[config.mk]
export PLATFORM = sky130hd
export DESIGN_NAME = flla_load_ctr
export DESIGN_NICKNAME = d
export VERILOG_FILES = /design/src/hw/rtl/flla_pkg.sv /design/src/hw/rtl/flla_load_ctr.sv
export SDC_FILE = /design/constraint.sdc
export NUM_CORES = 1
export LEC_CHECK = 0
export BUFFER_PORTS_ARGS = -buffer_cell sky130_fd_sc_hd__buf_4
export CORE_MARGIN = 5
export CORE_UTILIZATION = 44
export DETAILED_ROUTE_END_ITERATION = 10
export PLACE_DENSITY = 0.71
export SYNTH_ARGS = -nofsm -noshare
export SYNTH_HDL_FRONTEND = slang
export SYNTH_SLANG_ARGS = --single-unit
[constraint.sdc]
create_clock -name clk -period 6.48 [get_ports clk]
set_input_delay 0.972 -clock clk [delete_from_list [all_inputs] [get_ports clk]]
set_output_delay 0.972 -clock clk [all_outputs]
set_load 0.01 [all_outputs]
[src/hw/rtl/flla_pkg.sv]
// ============================================================================
// flla_pkg: shared types and constants for the least-loaded flow owner block
// Field widths, counter widths, sequencer states and counter control bundle.
// ============================================================================
`default_nettype none

package flla_pkg;

    // Field and register widths fixed by the item format.
    localparam int KEY_W      = 16;
    localparam int OWNER_W    = 3;
    localparam int CFG_W      = 4;
    localparam int HANDLED_W  = 48;
    localparam int ASSIGNED_W = 17;

    // Worker count after reset.
    localparam logic [CFG_W-1:0] WORKER_COUNT_RESET = 4'd4;

    // Sequencer states.
    typedef enum logic [3:0] {
        ST_CLEAR,
        ST_IDLE,
        ST_REDUCE,
        ST_READ,
        ST_LOOK,
        ST_SCAN,
        ST_ASSIGN,
        ST_UPDATE,
        ST_OUT
    } state_t;

    // Increment requests toward the worker counter bank.
    typedef struct packed {
        logic inc_handled;
        logic inc_assigned;
    } cnt_ctrl_t;

endpackage

`default_nettype wire

[src/hw/rtl/flla_load_ctr.sv]
// ============================================================================
// flla_load_ctr: per-worker load counters
// Handled-event and assigned-key counters with one shared read and
// increment port; both counters saturate at their maximum.
// ============================================================================
`default_nettype none

module flla_load_ctr #(
    parameter int MAX_WORKERS = 8,
    parameter int WID_W       = 3
) (
    input  wire logic                            clk,
    input  wire logic                            rst_n,
    input  wire logic [WID_W-1:0]                sel,
    input  wire flla_pkg::cnt_ctrl_t             ctrl,
    output logic      [flla_pkg::HANDLED_W-1:0]  rd_handled,
    output logic      [flla_pkg::ASSIGNED_W-1:0] rd_assigned
);

    import flla_pkg::*;

    logic [HANDLED_W-1:0]  handled_reg   [MAX_WORKERS];
    logic [HANDLED_W-1:0]  handled_next  [MAX_WORKERS];
    logic [ASSIGNED_W-1:0] assigned_reg  [MAX_WORKERS];
    logic [ASSIGNED_W-1:0] assigned_next [MAX_WORKERS];

    // Read the selected worker.
    assign rd_handled  = handled_reg[sel];
    assign rd_assigned = assigned_reg[sel];

    // Saturating increments on the selected worker.
    always_comb
    begin
        handled_next  = handled_reg;
        assigned_next = assigned_reg;
        if (ctrl.inc_handled && (handled_reg[sel] != '1))
        begin
            handled_next[sel] = handled_reg[sel] + 1'b1;
        end
        if (ctrl.inc_assigned && (assigned_reg[sel] != '1))
        begin
            assigned_next[sel] = assigned_reg[sel] + 1'b1;
        end
    end

    // Counter registers, cleared by reset.
    always_ff @(posedge clk or negedge rst_n)
    begin
        if (!rst_n)
        begin
            for (int i = 0; i < MAX_WORKERS; i++)
            begin
                handled_reg[i]  <= '0;
                assigned_reg[i] <= '0;
            end
        end
        else
        begin
            handled_reg  <= handled_next;
            assigned_reg <= assigned_next;
        end
    end

endmodule

`default_nettype wire

### After elaboration in Yosys (flattened, before gate mapping)

Index checks and enable logic that the tools add are counted.

| cells by class | value |
|---|---|
| add/sub/neg operators | 2 |
| $mul | 0 |
| div/mod/pow operators | 0 |
| $lt $le $gt $ge | 2 |
| equal/unequal tests | 2 |
| shift operators | 0 |
| multiplexer cells | 12 |
| bitwise logic cells | 1 |
| reductions and logical operators | 3 |

Operators by type and width:

| cell | count |
|---|---|
| $bwmux W384 | 1 |
| $bmux W48 S3 | 1 |
| $demux W48 S3 | 1 |
| $mux W48 | 3 |
| $bwmux W136 | 1 |
| $bmux W17 S3 | 1 |
| $demux W17 S3 | 1 |
| $mux W17 | 3 |
| $add A48 B1 Y48 const B | 1 |
| $ne A48 B48 Y1 const B | 1 |
| $add A17 B1 Y17 const B | 1 |
| $ne A17 B17 Y1 const B | 1 |
| $ge A4 B4 Y1 const B | 1 |
| $lt A4 B1 Y1 const B | 1 |
| $not A3 Y4 | 1 |
| $logic_and A1 B1 Y1 | 3 |

| word-level totals | value |
|---|---|
| bits in registers | 520 |
| bits in latches | 0 |
| RAM bits | 0 |
| bits in read-only memories | 0 |
| bits of input ports | 7 |
| output and inout port bits | 65 |
| logic and storage cells | 38 |
| memories | 0 |

### Longest topological paths before layout

Gate-level depths: netlist of the first run.

| depth | value |
|---|---|
| depth in word-level cells | 6 |
| gate-level depth with buffers | 22 |
| depth with buffers taken out | 14 |

### Least setup slack after synthesis of the first run

Ideal clock, no wire load.

| timing | value |
|---|---|
| path kind | input port to flip-flop |
| start | input port sel[0] |
| end | register assigned_reg[10] in the netlist's numbering |
| setup time | 125 ps |
| arrival time | 5442 ps |
| required time | 6355 ps |
| setup slack | 913 ps |
| stages on the path | 20 |
| path buffers | 7 |
| cells stage by stage | buf_4 -> buf_6 -> buf_4 -> buf_2 -> buf_2 -> buf_4 -> a21boi_0 -> a211oi_1 -> a211oi_1 -> inv_1 -> ha_1 -> nand2_1 -> nor3_1 -> and3_1 -> ha_1 -> nor2b_1 -> nand2_1 -> nor3_1 -> clkbuf_1 -> mux2_2 |

| between the ends | value |
|---|---|
| longest elaborated chain between the ends | 6 |
| elaborated cells on any way between the ends | 13 |
| those cells by class | 1 x add/sub; 2 x order compare; 1 x eq/ne; 6 x mux; 1 x bitwise; 2 x reduce/logical |

Ends and longest elaborated chain:

| what | RTL line | text |
|---|---|---|
| start, declared | flla_load_ctr.sv:14 | `input wire logic [WID_W-1:0] sel,` |
| $not A3 Y4 (*) | n/a |  |
| $bmux W17 S3 (*) | n/a |  |
| $mux W17 (*) (2 in series) | n/a |  |
| via rd_assigned, one bit | flla_load_ctr.sv:17 | `output logic [flla_pkg::ASSIGNED_W-1:0] rd_assigned` |
| $add A17 B1 Y17 or $ne A17 B17 Y1 (tied branches) | flla_load_ctr.sv:42, flla_load_ctr.sv:40 |  |
| $bwmux W136 or $logic_and A1 B1 Y1 (tied branches) | flla_load_ctr.sv:42, flla_load_ctr.sv:40 |  |
| end signal, assigned | flla_load_ctr.sv:60 | `assigned_reg <= assigned_next;` |
| end, declared | flla_load_ctr.sv:24 | `logic [ASSIGNED_W-1:0] assigned_reg [MAX_WORKERS];` |

The timed path passes the listed nets; every way through them passes the cells marked *. The select of a mux whose other input is x is not followed.
A chain may end at the register's enable or synchronous reset.

### Worst setup path in the final report of the first run

| timing | value |
|---|---|
| start | input port sel[2] |
| end | register assigned_reg[17] in the netlist's numbering |

| between the ends | value |
|---|---|
| longest elaborated chain between the ends | 6 |
| elaborated cells on any way between the ends | 13 |
| those cells by class | 1 x add/sub; 2 x order compare; 1 x eq/ne; 6 x mux; 1 x bitwise; 2 x reduce/logical |

Ends and longest elaborated chain:

| what | RTL line | text |
|---|---|---|
| $not A3 Y4 (implied by the code) (*) | flla_load_ctr.sv:40, flla_load_ctr.sv:42 |  |
| $bmux W17 S3, or another cell as far along | flla_load_ctr.sv:40, flla_load_ctr.sv:42 |  |
| $mux W17 (implied by the code) or $logic_and A1 B1 Y1 (tied branches) | flla_load_ctr.sv:40, flla_load_ctr.sv:42 |  |
| $mux W17 (on tied branches) | flla_load_ctr.sv:40, flla_load_ctr.sv:42 |  |
| $add A17 B1 Y17, or another cell as far along | flla_load_ctr.sv:42 | `assigned_next[sel] = assigned_reg[sel] + 1'b1;` |
| $bwmux W136 or $logic_and A1 B1 Y1 (tied branches) | flla_load_ctr.sv:42, flla_load_ctr.sv:40 |  |

Every way passes the cells marked *; elsewhere a longest branch is shown, timed or not. The select of a mux whose other input is x is not followed.

==> results of run 1 <==
==> routing by layer <==
layer	vias to the layer above	wire length, um	track usage (%)
li1	6874	-	-
met2	468	30900	33.3
met5	-	0	0
met4	0	1490	5.52
met1	8388	28600	29.1
met3	112	3900	3.58
==> power groups by stage <==
stage | sequential (uW) | clock (uW) | combinational, uW
floorplan | 4150 | 0 | 1200
finish | 4210 | 3210 | 1730
CTS | 4210 | 3270 | 1740
global route | 4290 | 3400 | 1900
global placement | 4220 | 0 | 1660
detailed placement | 4260 | 0 | 1730
==> layout make-up <==
type,instances,area (um^2),area share (%)
Inverter,36,135,0.474
Sequential cell,520,13000,45.7
Clock inverter,23,280,0.983
Timing Repair Buffer,146,1300,4.56
Multi-Input combinational cell,1146,11300,39.5
Tap cell,756,946,3.32
Clock buffer,77,1570,5.50
==> worst max-delay path, delay by kind of cell <==
| kind | cells | cell delay (ps) |
|---|---|---|
| and+or+nand+nor | 7 | 1890 |
| buffers and inverters | 4 | 1280 |
| AOI/OAI and AO/OA | 2 | 800 |
| adders and majority gates | 2 | 530 |
| muxes | 1 | 360 |
==> synthesized netlist by cell type, drive strengths merged, types with 10 or more instances <==
cell type / n / area [um^2]
a21oi: 13 / 68.8
a221oi: 16 / 140
a22oi: 28 / 210
buf: 87 / 817
clkbuf: 28 / 105
dfrtp: 520 / 13000
inv: 36 / 135
mux2: 520 / 5860
mux2i: 85 / 851
mux4: 63 / 1420
nand2: 111 / 417
nand2b: 13 / 86.3
nand3: 34 / 205
nand4: 16 / 100
nor2: 27 / 101
nor2b: 10 / 62.6
nor3: 14 / 80.1
nor4: 15 / 100
o21ai: 17 / 85.1
o2bb2ai: 14 / 123
xnor2: 45 / 394
xor2: 14 / 123
==> worst paths after layout <==
| path | depth (start not counted) | endpoint | slack [ps] | start |
|---|---|---|---|---|
| setup / recovery | 16 | assigned_reg[17]$_DFFE_PN0P_ | 1080 | sel[2] |
| hold / removal | 1 | handled_reg[245]$_DFFE_PN0P_ | 440 | rst_n |
| setup reg to reg | 14 | assigned_reg[17]$_DFFE_PN0P_ | 1780 | assigned_reg[119]$_DFFE_PN0P_ |
| hold reg to reg | 2 | assigned_reg[82]$_DFFE_PN0P_ | 480 | assigned_reg[82]$_DFFE_PN0P_ |
| max in group asynchronous | 2 | assigned_reg[103]$_DFFE_PN0P_ | 4690 | rst_n |
| min in group clk | 2 | assigned_reg[82]$_DFFE_PN0P_ | 480 | assigned_reg[82]$_DFFE_PN0P_ |
==> cells by family (layout without fill, tap and decap cells) <==
| family | after synthesis | in the layout | synth area share [%] |
|---|---|---|---|
| compound gates | 135 | 135 | 4.19 |
| fa+ha+maj | 3 | 3 | 0.148 |
| simple gates | 281 | 281 | 5.85 |
| buf+inv | 151 | 282 | 4.18 |
| flops | 520 | 520 | 51.4 |
| mux | 668 | 668 | 32.1 |
| xor+xnor | 59 | 59 | 2.04 |
==> through the flow <==
stage | hold WS [ps] | worst slack (ps) | total power, uW | instance area [um^2] | utilization [%]
after floorplan | 444 | 913 | 5350 | 25300 | -
after global placement | 455 | 535 | 5880 | 26700 | 47.0
after detailed placement | 472 | 559 | 5990 | 26700 | 47.0
after CTS | 484 | 1180 | 9220 | 28500 | 50.3
after global routing | 500 | 805 | 9590 | 28500 | 50.3
final | 440 | 1080 | 9150 | 28500 | 50.3
==> results.ini, run 1 <==
[job]
timing.max_cap.violations=0

[synthesis]
ys_types=68
syn_area_um2=25300
syn_inst=1817
synthArstFlopShare_pct=100
synth_edf_count=0
ys.flop_type=dfrtp_1
synth_nets=1827
yosys_warnings=0
synth.ff_latch_count=520
avgSynthCellArea_um2=13.9
ys_seq_area_share_pct=51.4

[clock_tree]
clkSinkCount=520
clk_latency_ps=610
post_cts_buffers=0
hold_buffers=0
cts_max_path_buffers=3
cts_resized=0
root_buffer=clkbuf_16
cts_tree=built
clkTransAtPathRegs_ps=60
h-tree-depth=2
cts_buffers=53

[cells_and_area]
syn2layout_area_growth_pct=12.7
fillers=4802
largest_register_ffs=384
drive_gt1_share_pct=31.9
final_common_cell=dfrtp_1
final_nets=1913
layout_common_cells=520 x dfrtp_1, 295 x mux2_2, 225 x mux2_1
num_antenna_cells=0
fin_cells=2704

[setup_path]
path_cells=buf_4, buf_4, nor2b_1, o2bb2ai_1, a211oi_1, inv_1, ha_1, nand2_1, nor3_1, and3_1, ha_1, nor2b_1, nand2_1, nor2_1, buf_4, mux2_2
crit_fanout=41
cp-start-kind=primary input
critPathSlowestCell=nor2_1
cp_data_arrival_time_ps=5890
cpMostUsedCell=buf_4
critPathRequiredTime_ps=6970
path_class=in2reg
slowest_delay_ps=950
setup.worst_path.end_class=flip-flop

[placed_design]
dp_hpwl_mm=41.8
place_inst=2604
portBuffers=71
gp_congestion=0.858

[grt]
grt_antenna_before_repair=0
grt_max_degree=163
grt_usage_pct=20.6
grt_pass1_wl_mm=103
grt_pass1_vias=17100
grt-ovfl-total=0

[floorplan]
die-area_um2=62400
initial_utilization_pct=44.6
die_x_um=250
io_pins=72
core-area_um2=56700
die_h_um=250
rows=87

[timing]
hold_violations=0
fin_crit_sh_pct=83.3
post-route-min-period_ps=5400
worstMarginPinSlew_ps=1250
maxSlewHeadroom_pct=16.7
rsz0062_at_grt=no
setup_viol=0
max_freq_ghz=0.185
fin_skew_ps=25.4
setup_tns_ps=0
slew_violations=0

[detailed_routing]
viasPerCell=5.86
wl_per_cell_um=24.0
ant_nets=0
route.detailed.drc=0
wirelength_mm=65.0
dr_total_vias=15800
drtIter0Drc=1082
drtPass1Iterations=5

[power]
p_sw_uw=2550
p_int_uw=6600
switching_share_pct=27.9
pwr-share-clk_pct=35.1
ir_worst_vdd_uv=256
total_leakage_power_uw=0.0134
powerDensity_nw_per_um2=321
seq_power_share_pct=46.0
power_frac_comb_pct=18.9

[worst_hold_path]
hold_path_class=in2async

[outcome]
status=finished, final reports clean

Power figures use the tool's default switching activity.
==> inputs of run 2 (changes only) <==
--- a/config.mk
+++ b/config.mk
@@ -5,11 +5,12 @@
 export SDC_FILE = /design/constraint.sdc
 export NUM_CORES = 1
 export LEC_CHECK = 0
+export ABC_AREA = 1
 export BUFFER_PORTS_ARGS = -buffer_cell sky130_fd_sc_hd__buf_4
 export CORE_MARGIN = 5
 export CORE_UTILIZATION = 44
 export DETAILED_ROUTE_END_ITERATION = 10
-export PLACE_DENSITY = 0.71
+export PLACE_DENSITY = 0.73
 export SYNTH_ARGS = -nofsm -noshare
 export SYNTH_HDL_FRONTEND = slang
 export SYNTH_SLANG_ARGS = --single-unit
==> constraint.sdc (replaced) <==
create_clock -name clk -period 4.9 [get_ports clk]
set_input_delay 0.735 -clock clk [delete_from_list [all_inputs] [get_ports clk]]
set_output_delay 0.735 -clock clk [all_outputs]
set_load 0.01 [all_outputs]
==> results.ini, run 2 <==
[outcome]
status=finished, final reports clean

[detailed_routing]
wirelength_mm=81.5  ; +25%
wl_per_cell_um=17.7  ; -26%
drtPass1Iterations=6  ; +1
route.detailed.drc=0  ; unchanged
drtIter0Drc=2280  ; +110%
viasPerCell=5.25  ; -10%
dr_total_vias=24200  ; +53%
ant_nets=0  ; unchanged

[synthesis]
synth_most_common_cell=nand2_1
ys_seq_area_share_pct=48.0  ; -3.4 points
yosys_warnings=0  ; unchanged
synthTopCellsByCount=2047 x nand2_1, 520 x dfrtp_1, 308 x o21ai_0
avgSynthCellArea_um2=7.23  ; -48%
synth_top_family_by_area=simple AND/OR/NAND/NOR gates
synthArstFlopShare_pct=100  ; unchanged
ys.flop_type=dfrtp_1
synth.area.top_cells=dfrtp_1 48%, nand2_1 28%, o21ai_0 5.7%
synth_nets=3759  ; +110%
synth.largest_area_cell=dfrtp_1
synth_edf_count=0  ; unchanged
syn_area_um2=27100  ; +7.1%
synth_top_cell_area_share_pct=48.0  ; -3.4 points
ys_types=43  ; -37%
synth_adder_area_share_pct=0.139  ; -0.0098 points
synth_simple_gate_area_share_pct=35.9  ; +30 points
synth_xor_area_share_pct=1.14  ; -0.91 points
synth_mux_area_share_pct=0  ; -32 points
synth.ff_latch_count=520  ; unchanged
syn_inst=3749  ; +110%
synth_compound_area_share_pct=7.13  ; +2.9 points

[clock_tree]
root_buffer=clkbuf_16
cts_resized=0  ; unchanged
post_cts_buffers=0  ; unchanged
hold_buffers=0  ; unchanged
clkSinkCount=520  ; unchanged
clk_latency_ps=620  ; about the same
cts_buffers=56  ; +5.7%
clkTransAtPathRegs_ps=60  ; about the same
h-tree-depth=2  ; unchanged
cts_tree=built
cts_max_path_buffers=3  ; unchanged

[setup_path]
endpoint=assigned_reg[53]$_DFFE_PN0P_
crit_path_start=sel[0]
cp_data_arrival_time_ps=4670  ; -1220 ps
setup.worst_path.end_class=flip-flop
reg2reg_from=assigned_reg[86]$_DFFE_PN0P_
crit_fanout=35  ; -15%
cp-start-kind=primary input
r2r_slack_ps=1040  ; -740 ps
r2r.worst_path.cells=20  ; +6
regToRegEndpoint=assigned_reg[53]$_DFFE_PN0P_
critPathRequiredTime_ps=5360  ; -1610 ps
path_class=in2reg

[cells_and_area]
drive_gt1_share_pct=9.18  ; -23 points
final_common_cell=nand2_1
layout_common_cells=2047 x nand2_1, 520 x dfrtp_1, 308 x o21ai_0
num_antenna_cells=0  ; unchanged
fillers=5960  ; +24%
syn2layout_area_growth_pct=11.4
largest_register_ffs=384  ; unchanged
final_nets=3782  ; +98%
fin_util_pct=49.2  ; -1.1 points

[power]
ir_worst_vdd_uv=291  ; +13%
powerDensity_nw_per_um2=357  ; +11%
p_int_uw=7810  ; +18%
power_frac_comb_pct=12.8  ; -6.1 points
switching_share_pct=27.4  ; -0.44 points
pwr-share-clk_pct=41.8  ; +6.7 points
seq_power_share_pct=45.4  ; -0.6 points
p_sw_uw=2950  ; +16%
total_leakage_power_uw=0.0158  ; +17%

[job]
timing.max_cap.violations=0  ; unchanged

[floorplan]
io_pins=72  ; unchanged
initial_utilization_pct=44.1  ; -0.46 points
rows=91  ; +4.6%
die-area_um2=66600  ; +6.8%
die_x_um=258  ; +3.4%
die_h_um=258  ; +3.4%
core-area_um2=61400  ; +8.2%

[grt]
grt_use_met2_pct=38.5  ; +5.2 points
grt_max_degree=169  ; +3.7%
met1_usage_pct=34.2  ; +5.0 points
grt_usage_pct=24.2  ; +3.5 points
grt_pass1_vias=22800  ; +33%
grt_use_met3_pct=3.57  ; -0.013 points
grt_antenna_before_repair=0  ; unchanged
busiest_layer=met2
grt-ovfl-total=0  ; unchanged
grt_pass1_wl_mm=130  ; +27%

[timing]
slew_violations=0  ; unchanged
fin_ws_ps=696  ; -385 ps
fin_skew_ps=28.1  ; +2.72 ps
setup_tns_ps=0  ; unchanged
worstMarginPinSlew_ps=965  ; -280 ps
max_freq_ghz=0.238
rsz0062_at_grt=no
post-route-min-period_ps=4200
maxSlewHeadroom_pct=35.4  ; +19 points
hold_violations=0  ; unchanged
setup_viol=0  ; unchanged
fin_crit_sh_pct=85.8

[placed_design]
gp_congestion=0.998  ; +16%
portBuffers=71  ; unchanged
dp_slack_ps=230  ; -330 ps
dp_hpwl_mm=51.2  ; +22%

[worst_hold_path]
hold_path_class=in2async

run 2: routing by layer:
layer,vias up,routed length (um)
met5,-,0
met3,185,6590
met1,11400,34700
li1,11600,-
met2,966,37500
met4,0,2700
run 2: metrics by stage:
step	hold slack [ps]	area (um^2)	instances	power [uW]
2_1_floorplan	439	27100	3749	5800
3_3_place_gp	461	28200	4504	6300
3_5_place_dp	465	28200	4504	6330
4_1_cts	172	30200	4603	10800
5_1_grt	200	30200	4603	11200
6_report	131	30200	4603	10800
run 2: logic make-up (layout without fill, tap and decap cells):
| kind of cell | after synthesis | after routing |
|---|---|---|
| xor+xnor | 30 | 30 |
| compound gates | 379 | 379 |
| fa+ha+maj | 3 | 3 |
| buf+inv | 413 | 477 |
| simple gates | 2404 | 2404 |
| flops | 520 | 520 |
run 2: cell type report:
class                      count  area (um^2)  share of cell area, %
clock buffer                  77         1570                   5.20
clock inverter                22          360                   1.19
inverter                     233          885                   2.93
multi-input combinational   2816        12000                   39.8
sequential                   520        13000                   43.1
tap                          790          988                   3.28
timing repair buffer         145         1350                   4.48
run 2: how the worst min path moves through the flow:
stage / end / slack [ps] / cells past startpoint
4_1_cts: handled_reg[259]$_DFFE_PN0P_ / 170 / 1
3_3_place_gp: handled_reg[263]$_DFFE_PN0P_ / 460 / 2
3_5_place_dp: handled_reg[311]$_DFFE_PN0P_ / 470 / 2
2_1_floorplan: assigned_reg[0]$_DFFE_PN0P_ / 440 / 0
6_report: handled_reg[259]$_DFFE_PN0P_ / 130 / 1
5_1_grt: handled_reg[259]$_DFFE_PN0P_ / 200 / 1
run 2: worst max-delay path: stages:
cell      delay, ps
clkbuf_8        190
buf_4           380
o21ai_0         190
nand2_1          90
nand2_1          50
nand2_1          50
nand2_1          70
ha_1            230
nand2_1         100
nor2_2           50
nand3_1         100
inv_2            60
nand3_2          60
nor3_1           50
ha_1            170
nor2_1          100
clkinv_1        190
nor2_1          790
inv_1           640
nand2_1         190
o21ai_0         110
run 2: power groups by stage:
stage	registers [uW]	logic (uW)	clock network, uW
2_1_floorplan	4890	904	0
4_1_cts	4880	1390	4560
3_5_place_dp	4950	1380	0
6_report	4880	1380	4500
3_3_place_gp	4950	1360	0
5_1_grt	4930	1570	4740
