[src/hw/rtl/flla_pkg.sv]
// ============================================================================
// flla_pkg: shared types and constants for the least-loaded flow owner block
// Field widths, counter widths, sequencer states and counter control bundle.
// ============================================================================
`default_nettype none

package flla_pkg;

    // Field and register widths fixed by the item format.
    localparam int KEY_W      = 16;
    localparam int OWNER_W    = 3;
    localparam int CFG_W      = 4;
    localparam int HANDLED_W  = 48;
    localparam int ASSIGNED_W = 17;

    // Worker count after reset.
    localparam logic [CFG_W-1:0] WORKER_COUNT_RESET = 4'd4;

    // Sequencer states.
    typedef enum logic [3:0] {
        ST_CLEAR,
        ST_IDLE,
        ST_REDUCE,
        ST_READ,
        ST_LOOK,
        ST_SCAN,
        ST_ASSIGN,
        ST_UPDATE,
        ST_OUT
    } state_t;

    // Increment requests toward the worker counter bank.
    typedef struct packed {
        logic inc_handled;
        logic inc_assigned;
    } cnt_ctrl_t;

endpackage

`default_nettype wire

[src/hw/rtl/flla_best_track.sv]
// ============================================================================
// flla_best_track: least-loaded worker tracker
// Holds the best candidate so far and compares one new worker per cycle,
// by handled events first and assigned keys second; ties keep the earlier.
// ============================================================================
`default_nettype none

module flla_best_track #(
    parameter int WID_W = 3
) (
    input  wire logic                            clk,
    input  wire logic                            load,
    input  wire logic                            step,
    input  wire logic [WID_W-1:0]                cand_idx,
    input  wire logic [flla_pkg::HANDLED_W-1:0]  cand_handled,
    input  wire logic [flla_pkg::ASSIGNED_W-1:0] cand_assigned,
    output logic      [WID_W-1:0]                best_idx
);

    import flla_pkg::*;

    logic [HANDLED_W-1:0]  best_handled_reg;
    logic [ASSIGNED_W-1:0] best_assigned_reg;
    logic [WID_W-1:0]      best_idx_reg;
    logic                  cand_less;

    // Strictly lower load wins.
    assign cand_less = (cand_handled < best_handled_reg) ||
                       ((cand_handled == best_handled_reg) &&
                        (cand_assigned < best_assigned_reg));

    // Best candidate registers.
    always_ff @(posedge clk)
    begin
        if (load || (step && cand_less))
        begin
            best_handled_reg  <= cand_handled;
            best_assigned_reg <= cand_assigned;
            best_idx_reg      <= cand_idx;
        end
    end

    assign best_idx = best_idx_reg;

endmodule

`default_nettype wire

[config.mk]
export PLATFORM = sky130hd
export DESIGN_NAME = flla_best_track
export DESIGN_NICKNAME = d
export VERILOG_FILES = /design/src/hw/rtl/flla_pkg.sv /design/src/hw/rtl/flla_best_track.sv
export SDC_FILE = /design/constraint.sdc
export NUM_CORES = 1
export LEC_CHECK = 0
export BUFFER_PORTS_ARGS = -buffer_cell sky130_fd_sc_hd__buf_2
export CORE_ASPECT_RATIO = 1.5
export CORE_MARGIN = 4
export CORE_UTILIZATION = 40
export CTS_BUF_LIST = sky130_fd_sc_hd__clkbuf_2 sky130_fd_sc_hd__clkbuf_4 sky130_fd_sc_hd__clkbuf_8
export CTS_CLUSTER_DIAMETER = 30
export DETAILED_ROUTE_END_ITERATION = 16
export SLEW_MARGIN = 20
export SYNTH_ARGS = -nofsm -noshare
export SYNTH_HDL_FRONTEND = slang
export SYNTH_SLANG_ARGS = --single-unit
export TNS_END_PERCENT = 100
[constraint.sdc]
create_clock -name clk -period 10.1 [get_ports clk]
set_input_delay 1.01 -clock clk [delete_from_list [all_inputs] [get_ports clk]]
set_output_delay 1.01 -clock clk [all_outputs]
set_load 0.005 [all_outputs]
**After elaboration in Yosys (flattened, before gate mapping)**

Cells that the tools add are included.

- Divide/modulo/power cells: 0
- Multiplexer cells: 0
- Shifts and indexed selects: 0
- $mul: 0
- Equality and inequality tests: 1
- Order comparisons: 2
- Bitwise logic cells: 0
- Reduce and logical (&&, ||, !) cells: 4
- Add/subtract/negate cells: 0

Operators by type and width:

| cell | count |
|---|---|
| 48-bit equality test | 1 |
| 48-bit less-than comparator | 1 |
| 17-bit less-than comparator | 1 |
| 1-bit logical AND | 2 |
| 1-bit logical OR | 2 |

- Bits in latches: 0
- Word-level logic and storage cells: 10
- Bits in read-only memories: 0
- Register bits after elaboration: 68
- Memories: 0
- Bits in writable memories: 0
- Output and inout port bits: 3

**Logic depth before layout (Yosys ltp)**

Gate-level depths: netlist (run 1).

- Word-level depth: 5
- Mapped depth: 8

**Least setup slack after synthesis (run 1)**

No wires, ideal clock.

- Path kind: input port to flip-flop
- Start point: input cand_handled[38] (netlist bit)
- End point: register best_assigned_reg[0] (enable)
- Data required time: 9.503 ns
- Cell stages on the path: 6
- Setup time: 0.597 ns
- Data arrival time: 7.011 ns
- Path slack: 2.492 ns
- Buffers on the path: 0
- Cells stage by stage: ha_1 -> and4_1 -> nand2_1 -> nor3_2 -> nand4_1 -> o311ai_1

- Longest elaborated chain between the ends: 5
- Elaborated cells between the ends (all ways): 6
- Those cells by class: 1 x order compare; 1 x eq/ne; 4 x reduce/logical

Ends and longest elaborated chain:

| item | line | RTL |
|---|---|---|
| start: declaration | flla_best_track.sv:15 | `input wire logic [flla_pkg::HANDLED_W-1:0] cand_handled,` |
| parallel branches: the longest is 2 deep, another holds 48-bit less-than comparator | - |  |
| 1-bit logical OR * | flla_best_track.sv:28 | `assign cand_less = (cand_handled < best_handled_reg) \|\|` |
| 1-bit logical AND * | flla_best_track.sv:35 | `if (load \|\| (step && cand_less))` |
| 1-bit logical OR * | flla_best_track.sv:35 |  |
| end signal: assignment | flla_best_track.sv:38 | `best_assigned_reg <= cand_assigned;` |
| end: declaration | flla_best_track.sv:23 | `logic [ASSIGNED_W-1:0] best_assigned_reg;` |

Every way passes the cells marked *.
A chain may end at the register's enable or synchronous reset.

**Final worst setup path (run 1)**

- Start point: input cand_handled[35] (netlist bit)
- End point: register best_handled_reg[47] (enable)

- Longest elaborated chain between the ends: 5
- Elaborated cells between the ends (all ways): 6
- Those cells by class: 1 x order compare; 1 x eq/ne; 4 x reduce/logical

Ends and longest elaborated chain:

| item | line | RTL |
|---|---|---|
| parallel branches: the longest is 2 deep, another holds 48-bit less-than comparator | - |  |
| 1-bit logical OR * | flla_best_track.sv:28 |  |
| 1-bit logical AND * | flla_best_track.sv:35 |  |
| 1-bit logical OR * | flla_best_track.sv:35 |  |
| end signal: assignment | flla_best_track.sv:37 | `best_handled_reg <= cand_handled;` |
| end: declaration | flla_best_track.sv:22 | `logic [HANDLED_W-1:0] best_handled_reg;` |

Marks and branches as above.

==> results of run 1 <==
critical path, stage by stage:
cell and delay [ns]:
buf_2 0.11, ha_1 0.30, and4_1 0.22, nand2_1 0.08, nor3_2 0.23, nand4_1 0.25
o311ai_4 0.34, buf_4 0.52
cell families after synthesis:
kind of cell | synth area share
AO/OA/AOI/OAI | 0.0921
buffers and inverters | 0.0696
flip-flops | 0.557
AND/OR/NAND/NOR | 0.0634
adder cells (fa/ha/maj) | 0.218
layer usage:
layer	vias to the layer above	GRT usage	wire length, um
met2	51	0.243	3570
li1	1235	-	-
met1	1121	0.148	2850
met5	-	0	0
met4	0	0.0679	157
met3	11	0.0342	364
cell usage after synthesis (all sizes together) (2+ instances only):
cell type	instances
nand2	8
nand3	4
nor2	4
a21oi	19
inv	68
and4	3
o2111ai	2
nand4	12
nor2b	4
or3	2
o21ai	6
nor3	2
edfxtp	68
a221oi	2
a21o	8
ha	64
path summary, 6_finish.rpt:
path	to	slack, ns	cells after the start
min	best_idx[2]	0.85	1
max	best_handled_reg[47]	6.98	8
max reg2reg	best_handled_reg[47]	7.40	8
min reg2reg	best_assigned_reg[15]	1.30	6
layout make-up:
cell class                 count  area (um2)  share of cell area
multi-input combinational    155        1390               0.318
inverter                      68         255              0.0585
sequential                    68        2040               0.468
clock inverter                 4        16.3             0.00372
clock buffer                  12         146              0.0335
tap                          110         138              0.0315
timing repair buffer          75         380              0.0871
through the flow:
| step | instance area (um2) | total power, mW | utilization | hold WS [ns] | instances |
|---|---|---|---|---|---|
| floorplan | 3670 | 0.415 | - | 1.11 | 291 |
| global placement | 4200 | 0.449 | 0.473 | 1.19 | 476 |
| detailed placement | 4200 | 0.452 | 0.473 | 1.19 | 476 |
| CTS | 4370 | 0.648 | 0.492 | 0.821 | 492 |
| global route | 4370 | 0.679 | 0.492 | 0.820 | 492 |
| finish | 4370 | 0.635 | 0.492 | 0.846 | 492 |
cell usage in the layout (no fill, tap or decap), types with 2 or more instances in the layout:
cell / Yosys / layout
buf_2: 0 / 73
and4_1: 3 / 3
clkinv_1: 0 / 3
nand2_1: 8 / 8
a21o_1: 8 / 8
a21oi_1: 19 / 19
nor2_1: 4 / 4
nand3_1: 4 / 4
a221oi_1: 2 / 2
or3_1: 2 / 2
inv_1: 68 / 68
clkbuf_4: 0 / 3
buf_4: 0 / 2
clkbuf_8: 0 / 9
nand4_1: 12 / 12
edfxtp_1: 68 / 68
o21ai_0: 6 / 6
nor2b_1: 4 / 4
ha_1: 64 / 64
power groups by stage:
stage | combinational, mW | sequential, mW | clock, mW
final | 0.0997 | 0.344 | 0.191
after global routing | 0.117 | 0.346 | 0.216
after CTS | 0.103 | 0.344 | 0.201
after detailed placement | 0.102 | 0.351 | 0
after global placement | 0.0992 | 0.350 | 0
after floorplan | 0.0615 | 0.353 | 0
==> results.ini, run 1 <==
[status]
status = finished clean

[logic_synthesis]
synthesis.nets = 426
synth_top_flop_cell = edfxtp_1
syn_area_um2 = 3670
synth_warnings = 0
avgSynthCellArea_um2 = 12.6
ys_ff_latch = 68
ys_types = 33
synth_top_area_share = 0.557
yosysSeqAreaShare = 0.557
yosys-top-cells-area = edfxtp_1 (56%), ha_1 (22%), inv_1 (7.0%)
synth_cells = 291
synth_top_area_cell = edfxtp_1
async_flop_share = 0
synth_edf_count = 68

[cells_and_area]
layout-drive-gt1-share = 0.238
fillers = 829
final_nets = 512
area_growth_pct = 19.0
diodes = 0
largest_register_ff_count = 48

[clock_network]
cts_made_buffers = 9
cts_setup_buffers = 0
cts-root-buf = clkbuf_8
htreeDepth = 3
cts-hold-fix-buffers = 0
clk_pin_slew_ns = 0.07
cts_sinks = 68
cts-resized-gates = 0
cts_tree = done
cts_buffer_depth = 2
clk_latency_ns = 0.34

[sta]
timing.final.setup_violations = 0
fin_skew_ns = 0.00721
finalCritPeriodShare = 0.308
worst-slew-pin-transition_ns = 0.558
tns_ns = 0
timing.final.ws_setup_ns = 6.98
drv_slew = 0
hold_violations = 0
maxSlewHeadroom = 0.628
period_needed_ns = 3.12
grt_setup_unrepaired = false
max_freq_ghz = 0.321

[drt]
vias = 2418
firstDrtPassIters = 4
vias_per_cell = 4.91
routed_wl_um = 6950
drt_iter0_markers = 74
drc = 0
drt-wirelength-per-cell_um = 14.1
drtAntennaViolNets = 0

[place]
dpl.hpwl_um = 5550
io_buffer_count = 73
pre_cts_ws_ns = 6.61
gp_congestion = 0.714

[critical_path]
cp_data_required_time_ns = 10.08
crit_type = in2reg
critPathLaunchType = input pin
r2r_start = best_handled_reg[35]
crit_fanout = 42
crit_arrival_ns = 3.09
startpoint = cand_handled[35]
crit_path_end_kind = flop

[global_routing]
grt_max_degree = 43
grt_usage = 0.137
grt_remaining_overflow = 0
grt_pass1_vias = 2508
grt_pass1_wl_um = 11300
antenna_found_initial = 0

[die]
row_count = 42
initial_core_util = 0.413
chipWidth_um = 86.2
die_h_um = 125
core_area_um2 = 8880
io-pin-count = 74
dieArea_um2 = 10800

[power]
p_int_mw = 0.477
power_leakage_nw = 2.12
cellPowerDensity_nw_per_um2 = 145
pwr-share-comb = 0.157
pwr-share-clk = 0.301
swShare = 0.249
power_frac_seq = 0.542
p_sw_mw = 0.158
ir_worst_vdd_v = 0.0000882

[flow_run]
max_cap_viol_count = 0

[hold_path]
hold_path_class = in2reg
min_from = cand_idx[2]

(Power assumes the default switching activity.)
==> run 2, diff against run 1 <==
ABC_AREA = 1   (was not set)
clock period = 2.55 ns   (was 10.1 ns; I/O delays follow)
==> run 2 against run 1 <==
Critical path depth increased by 5. Routed wire length decreased by 0.55%. Critical endpoint is now best_handled_reg[12]. Sequential share of layout area decreased by 1.6 points. Utilization shrank 0.63 points. Sequential power rose to 4.0 times the previous value. Setup slack got worse by 6.6 ns. Cell area rose by 3.5%. Largest power group unchanged.
==> results.ini, run 2 <==
[status]
status = finished clean

[critical_path]
rr_worst_depth = 13  ; +5
slowest_stage = edfxtp_1
cpMostUsedCell = nand2_1
crit_fanout = 36  ; -14%
crit_family = simple AND/OR/NAND/NOR gates
crit_path_end_kind = flop
critPathLaunchType = flop
crit_arrival_ns = 2.21  ; -0.88 ns
cp_cell_sequence = inv_1 > ha_1 > nand2_1 > nor2_1 > nand4_1 > nor2_1 > nand2_1 > nor2_1 > nand4_1 > nand2_1 > nand2_1 > nand2_2 > buf_12
crit_type = reg2reg
worst-path-stages = 13  ; +5
crit_path_max_incr_delay_ns = 0.32  ; -0.20 ns
cp_data_required_time_ns = 2.58  ; -7.50 ns
critical_path_buf_inv_count = 2  ; unchanged

[logic_synthesis]
yosys-top-cells-area = edfxtp_1 (54%), ha_1 (21%), inv_1 (8.1%)
synth_top_flop_cell = edfxtp_1
synthesis.nets = 500  ; +17%
ys_ff_latch = 68  ; unchanged
async_flop_share = 0  ; unchanged
synth_edf_count = 68  ; unchanged
yosysSeqAreaShare = 0.535  ; -0.0212
synth_warnings = 0  ; unchanged
synth_cells = 365  ; +25%
ys_types = 19  ; -42%
syn_area_um2 = 3810  ; +4.0%
synth_top_area_cell = edfxtp_1
yosys-top-cells-count = inv_1 (82), nand2_1 (79), edfxtp_1 (68), ha_1 (64), a21oi_1 (26)
avgSynthCellArea_um2 = 10.4  ; -17%
synth_top_area_share = 0.535  ; -0.0212
synth.most_common_cell = inv_1

[cells_and_area]
area_growth_pct = 18.5
layout_commonest_cell = inv_1
final_nets = 586  ; +14%
layout_common_cells = inv_1 (82), nand2_1 (78), buf_2 (73)
layout-drive-gt1-share = 0.211  ; -0.0272
largest_register_ff_count = 48  ; unchanged
diodes = 0  ; unchanged
fin_util = 0.485  ; -0.00627

[global_routing]
grt_remaining_overflow = 0  ; unchanged
grt_max_degree = 37  ; -14%
antenna_found_initial = 0  ; unchanged
grt_pass1_wl_um = 11700  ; +3.3%
grt_pass1_vias = 2683  ; +7.0%
grt_usage = 0.136  ; -0.000893

[power]
power_leakage_nw = 2.31  ; +8.9%
ir_worst_vdd_v = 0.000291  ; +230%
cellPowerDensity_nw_per_um2 = 562  ; +290%

[die]
io-pin-count = 74  ; unchanged
row_count = 43  ; +2.4%
core_area_um2 = 9310  ; +4.8%
dieArea_um2 = 11200  ; +3.6%
die_h_um = 128  ; +1.8%
chipWidth_um = 87.7  ; +1.8%
initial_core_util = 0.410  ; -0.00334

[drt]
firstDrtPassIters = 4  ; unchanged
vias_per_cell = 4.59  ; -6.6%
drc = 0  ; unchanged
drtAntennaViolNets = 0  ; unchanged
drt-wirelength-per-cell_um = 12.2  ; -14%
drt_iter0_markers = 72  ; -2.7%
routed_wl_um = 6910  ; -0.55%
vias = 2602  ; +7.6%

[sta]
finalCritPeriodShare = 0.853
maxSlewHeadroom = 0.827  ; +0.199
tns_ns = 0  ; unchanged
grt_setup_unrepaired = false
hold_violations = 0  ; unchanged
worst-slew-pin-transition_ns = 0.258  ; -0.301 ns
fin_skew_ns = 0.00679  ; -0.000420 ns
drv_slew = 0  ; unchanged
timing.final.setup_violations = 0  ; unchanged
max_freq_ghz = 0.460
period_needed_ns = 2.18

[clock_network]
cts_sinks = 68  ; unchanged
cts_setup_buffers = 0  ; unchanged
htreeDepth = 3  ; unchanged
cts-resized-gates = 0  ; unchanged
cts_buffer_depth = 2  ; unchanged
cts-root-buf = clkbuf_8
cts_tree = done
clk_latency_ns = 0.34  ; about the same
cts_made_buffers = 9  ; unchanged
cts-hold-fix-buffers = 0  ; unchanged
clk_pin_slew_ns = 0.07  ; about the same

[hold_path]
hold_path_class = in2reg
min_delay_path_depth = 1  ; unchanged

[place]
dpl.hpwl_um = 5530  ; -0.32%
io_buffer_count = 73  ; unchanged
gp_congestion = 0.741  ; +3.8%

[flow_run]
max_cap_viol_count = 0  ; unchanged

==> run 2: changes by cell type in the layout (fill, tap and decap cells not counted), sizes merged, moves of 4 or more <==
cell	previous run	this run
a21o	8	2
a21oi	19	26
inv	68	84
nand2	8	81
nand4	12	4
nor2	4	22
nor2b	4	0
==> run 2: area by class of cell <==
type | count | area, um2
Tap cell | 112 | 140
Fill cell | 894 | 4790
Timing Repair Buffer | 75 | 405
Clock buffer | 11 | 139
Sequential cell | 68 | 2040
Multi-Input combinational cell | 213 | 1460
Inverter | 84 | 315
Clock inverter | 4 | 17.5
==> run 2: path summary, 6_finish.rpt <==
kind | startpoint | endpoint | slack (ns)
setup / recovery | best_handled_reg[23] | best_handled_reg[12] | 0.37
hold / removal | cand_idx[1] | best_idx[1] | 0.09
setup reg to reg | best_handled_reg[23] | best_handled_reg[12] | 0.37
hold reg to reg | best_assigned_reg[0] | best_handled_reg[40] | 1.17
==> run 2: routing by layer <==
metal,vias up,global-route usage,part of all wire
met5,-,0,0
met4,0,0.0759,0.027
met3,12,0.0265,0.047
met2,47,0.220,0.49
met1,1170,0.166,0.43
li1,1373,-,-
==> run 2: cells by family (layout without fill, tap and decap cells) <==
family | after synthesis | in the layout | synth area share
adder cells (fa/ha/maj) | 64 | 64 | 0.210
AND/OR/NAND/NOR | 113 | 113 | 0.121
flip-flops | 68 | 68 | 0.535
AO/OA/AOI/OAI | 36 | 36 | 0.0505
buffers and inverters | 84 | 174 | 0.0827
==> run 2: worst register-to-register path: stages, from the launching register on <==
cell	delay (ns)
edfxtp_1	0.32
inv_1	0.04
ha_1	0.28
nand2_1	0.07
nor2_1	0.14
nand4_1	0.10
nor2_1	0.16
nand2_1	0.08
nor2_1	0.10
nand4_1	0.10
nand2_1	0.08
nand2_1	0.05
nand2_2	0.11
buf_12	0.23
==> run 2: report_power, final <==
group | total, mW | switching, mW | internal (mW) | leakage, nW
combinational | 0.433 | 0.246 | 0.186 | 1.55
clock | 0.742 | 0.383 | 0.359 | 0.0849
sequential | 1.36 | 0.0221 | 1.34 | 0.681
total | 2.54 | 0.651 | 1.89 | 2.31
==> run 2: metrics by stage <==
step	hold WS, ns	instance area, um2	setup slack [ns]	cells	power [mW]
floorplan	0.354	3820	0.0260	365	1.66
global placement	0.433	4360	0.362	552	1.82
detailed placement	0.433	4360	0.270	552	1.83
CTS	0.0572	4520	0.291	567	2.59
global route	0.0674	4520	0.141	567	2.71
finish	0.0877	4520	0.374	567	2.54
==> run 3, diff against run 2 <==
CELL_PAD_IN_SITES_DETAIL_PLACEMENT = 1   (was not set)
CELL_PAD_IN_SITES_GLOBAL_PLACEMENT = 2   (was not set)
CORE_UTILIZATION = 33   (was 40)
PLACE_DENSITY_LB_ADDON = 0.1   (was not set)
SLEW_MARGIN = not set   (was 20)
==> run 3 against run 2 <==
Highest routed layer unchanged. Utilization down 7.7 points. Fmax down 3.1%. Critical path type unchanged. Largest cell class unchanged. Routed wire length up 7.6%. Combinational power up 2%. Cell count up 6.2%. Largest power group unchanged.
==> results.ini, run 3 (same netlist as run 2, synthesis figures left out) <==
[place]
io_buffer_count = 73  ; unchanged
place_area_um2 = 4410  ; +1.1%
dpl.hpwl_um = 6020  ; +8.9%
gp_congestion = 0.706  ; -4.8%

[power]
ir_worst_vdd_v = 0.000312  ; +7.1%
power_frac_seq = 0.534  ; -0.003
cellPowerDensity_nw_per_um2 = 559  ; -0.54%
pwr-share-clk = 0.292  ; about the same
power_leakage_nw = 2.32  ; +0.13%
p_int_mw = 1.89  ; about the same
pwr-share-comb = 0.173  ; +0.002
swShare = 0.260  ; +0.00318
p_sw_mw = 0.663  ; +1.8%

[sta]
worst-slew-pin-transition_ns = 0.271  ; +0.0131 ns
hold_violations = 0  ; unchanged
drv_slew = 0  ; unchanged
timing.final.setup_violations = 0  ; unchanged
maxSlewHeadroom = 0.818  ; -0.00880
tns_ns = 0  ; unchanged
fin_skew_ns = 0.0114  ; +0.00461 ns
period_needed_ns = 2.24  ; +0.0687 ns
max_freq_ghz = 0.446  ; -3.1%
grt_setup_unrepaired = false
finalCritPeriodShare = 0.880  ; +0.0269

[clock_network]
cts-root-buf = clkbuf_8
clk_pin_slew_ns = 0.07  ; about the same
clk_latency_ns = 0.34  ; about the same
cts_made_buffers = 9  ; unchanged
cts-resized-gates = 0  ; unchanged
cts_setup_buffers = 0  ; unchanged
cts-hold-fix-buffers = 0  ; unchanged
htreeDepth = 3  ; unchanged
cts_buffer_depth = 2  ; unchanged
cts_sinks = 68  ; unchanged
cts_tree = done

[cells_and_area]
area_growth_pct = 19.8
layout-drive-gt1-share = 0.211  ; unchanged
largest_register_ff_count = 48  ; unchanged
postLayoutCellArea_um2 = 4570  ; +1.1%
diodes = 0  ; unchanged
final_nets = 586  ; unchanged
layout_common_cells = inv_1 (82), nand2_1 (78), buf_2 (73)
layout_commonest_cell = inv_1

[die]
row_count = 47  ; +9.3%
initial_core_util = 0.341  ; -0.0684
core_area_um2 = 11200  ; +20%
die_h_um = 140  ; +9.5%
dieArea_um2 = 13400  ; +20%
io-pin-count = 74  ; unchanged
chipWidth_um = 95.8  ; +9.2%

[critical_path]
crit_path_max_incr_delay_ns = 0.33  ; about the same
cp_data_required_time_ns = 2.57  ; about the same
cpMostUsedCell = nand2_1
crit_family = simple AND/OR/NAND/NOR gates
crit_arrival_ns = 2.26  ; +0.05 ns
cp_cell_sequence = inv_1 > ha_1 > nand2_1 > nor2_1 > nand4_1 > nor2_1 > nand2_1 > nor2_1 > nand4_1 > nand2_1 > nand2_1 > nand2_4 > buf_12
slowest_stage = edfxtp_1
crit_type = reg2reg
critical_path_buf_inv_count = 2  ; unchanged
crit_path_end_kind = flop
crit_fanout = 44  ; +22%
critPathLaunchType = flop

[global_routing]
grt_pass1_vias = 2896  ; +7.9%
grt_max_degree = 45  ; +22%
grt_pass1_wl_um = 12600  ; +8.3%
antenna_found_initial = 0  ; unchanged
grt_remaining_overflow = 0  ; unchanged
grt_usage = 0.122  ; -0.0140

[drt]
routed_wl_um = 7440  ; +7.6%
vias = 2654  ; +2.0%
vias_per_cell = 4.41  ; -3.9%
drt-wirelength-per-cell_um = 12.4  ; +1.4%
firstDrtPassIters = 4  ; unchanged
drt_iter0_markers = 46  ; -36%
drtAntennaViolNets = 0  ; unchanged
drc = 0  ; unchanged

[status]
status = finished clean

[hold_path]
hold_path_class = in2reg

[flow_run]
max_cap_viol_count = 0  ; unchanged

run 3: cell counts in the layout (fill, tap and decap cells not counted):
No cell type changed its count.
run 3: cell type report:
| cell class | instances | area, um2 |
|---|---|---|
| Fill cell | 1323 | 6610 |
| Clock buffer | 11 | 139 |
| Clock inverter | 4 | 17.5 |
| Sequential cell | 68 | 2040 |
| Timing Repair Buffer | 75 | 405 |
| Multi-Input combinational cell | 213 | 1460 |
| Inverter | 84 | 315 |
| Tap cell | 147 | 184 |
run 3: worst paths after layout:
check	start	to	slack [ns]	depth (start not counted)
min reg2reg	best_assigned_reg[0]	best_handled_reg[43]	1.16	7
min	cand_idx[0]	best_idx[0]	0.09	1
max reg2reg	best_handled_reg[23]	best_handled_reg[24]	0.31	13
max	best_handled_reg[23]	best_handled_reg[24]	0.31	13
run 3: through the flow:
| stage | utilization | power (mW) | std cells | setup WS (ns) | hold WS, ns |
|---|---|---|---|---|---|
| floorplan | - | 1.66 | 365 | 0.0260 | 0.354 |
| CTS | 0.409 | 2.62 | 602 | 0.251 | 0.0659 |
| global route | 0.409 | 2.74 | 602 | 0.0994 | 0.0645 |
| detailed placement | 0.395 | 1.85 | 587 | 0.262 | 0.438 |
| finish | 0.409 | 2.55 | 602 | 0.306 | 0.0927 |
| global placement | 0.395 | 1.83 | 587 | 0.336 | 0.434 |
run 3: per-layer routing:
layer  vias to the layer above  GRT usage  part of all wire
li1                       1372          -                 -
met5                         -          0                 0
met1                      1223      0.141              0.43
met3                        11     0.0394             0.056
met4                         0     0.0495             0.017
met2                        48      0.204              0.49
run 3: power by group through the flow:
| stage | Combinational, mW | Clock, mW | Sequential [mW] |
|---|---|---|---|
| global placement | 0.447 | 0 | 1.39 |
| detailed placement | 0.458 | 0 | 1.39 |
| floorplan | 0.279 | 0 | 1.39 |
| global route | 0.531 | 0.839 | 1.37 |
| finish | 0.442 | 0.746 | 1.36 |
| CTS | 0.462 | 0.797 | 1.36 |
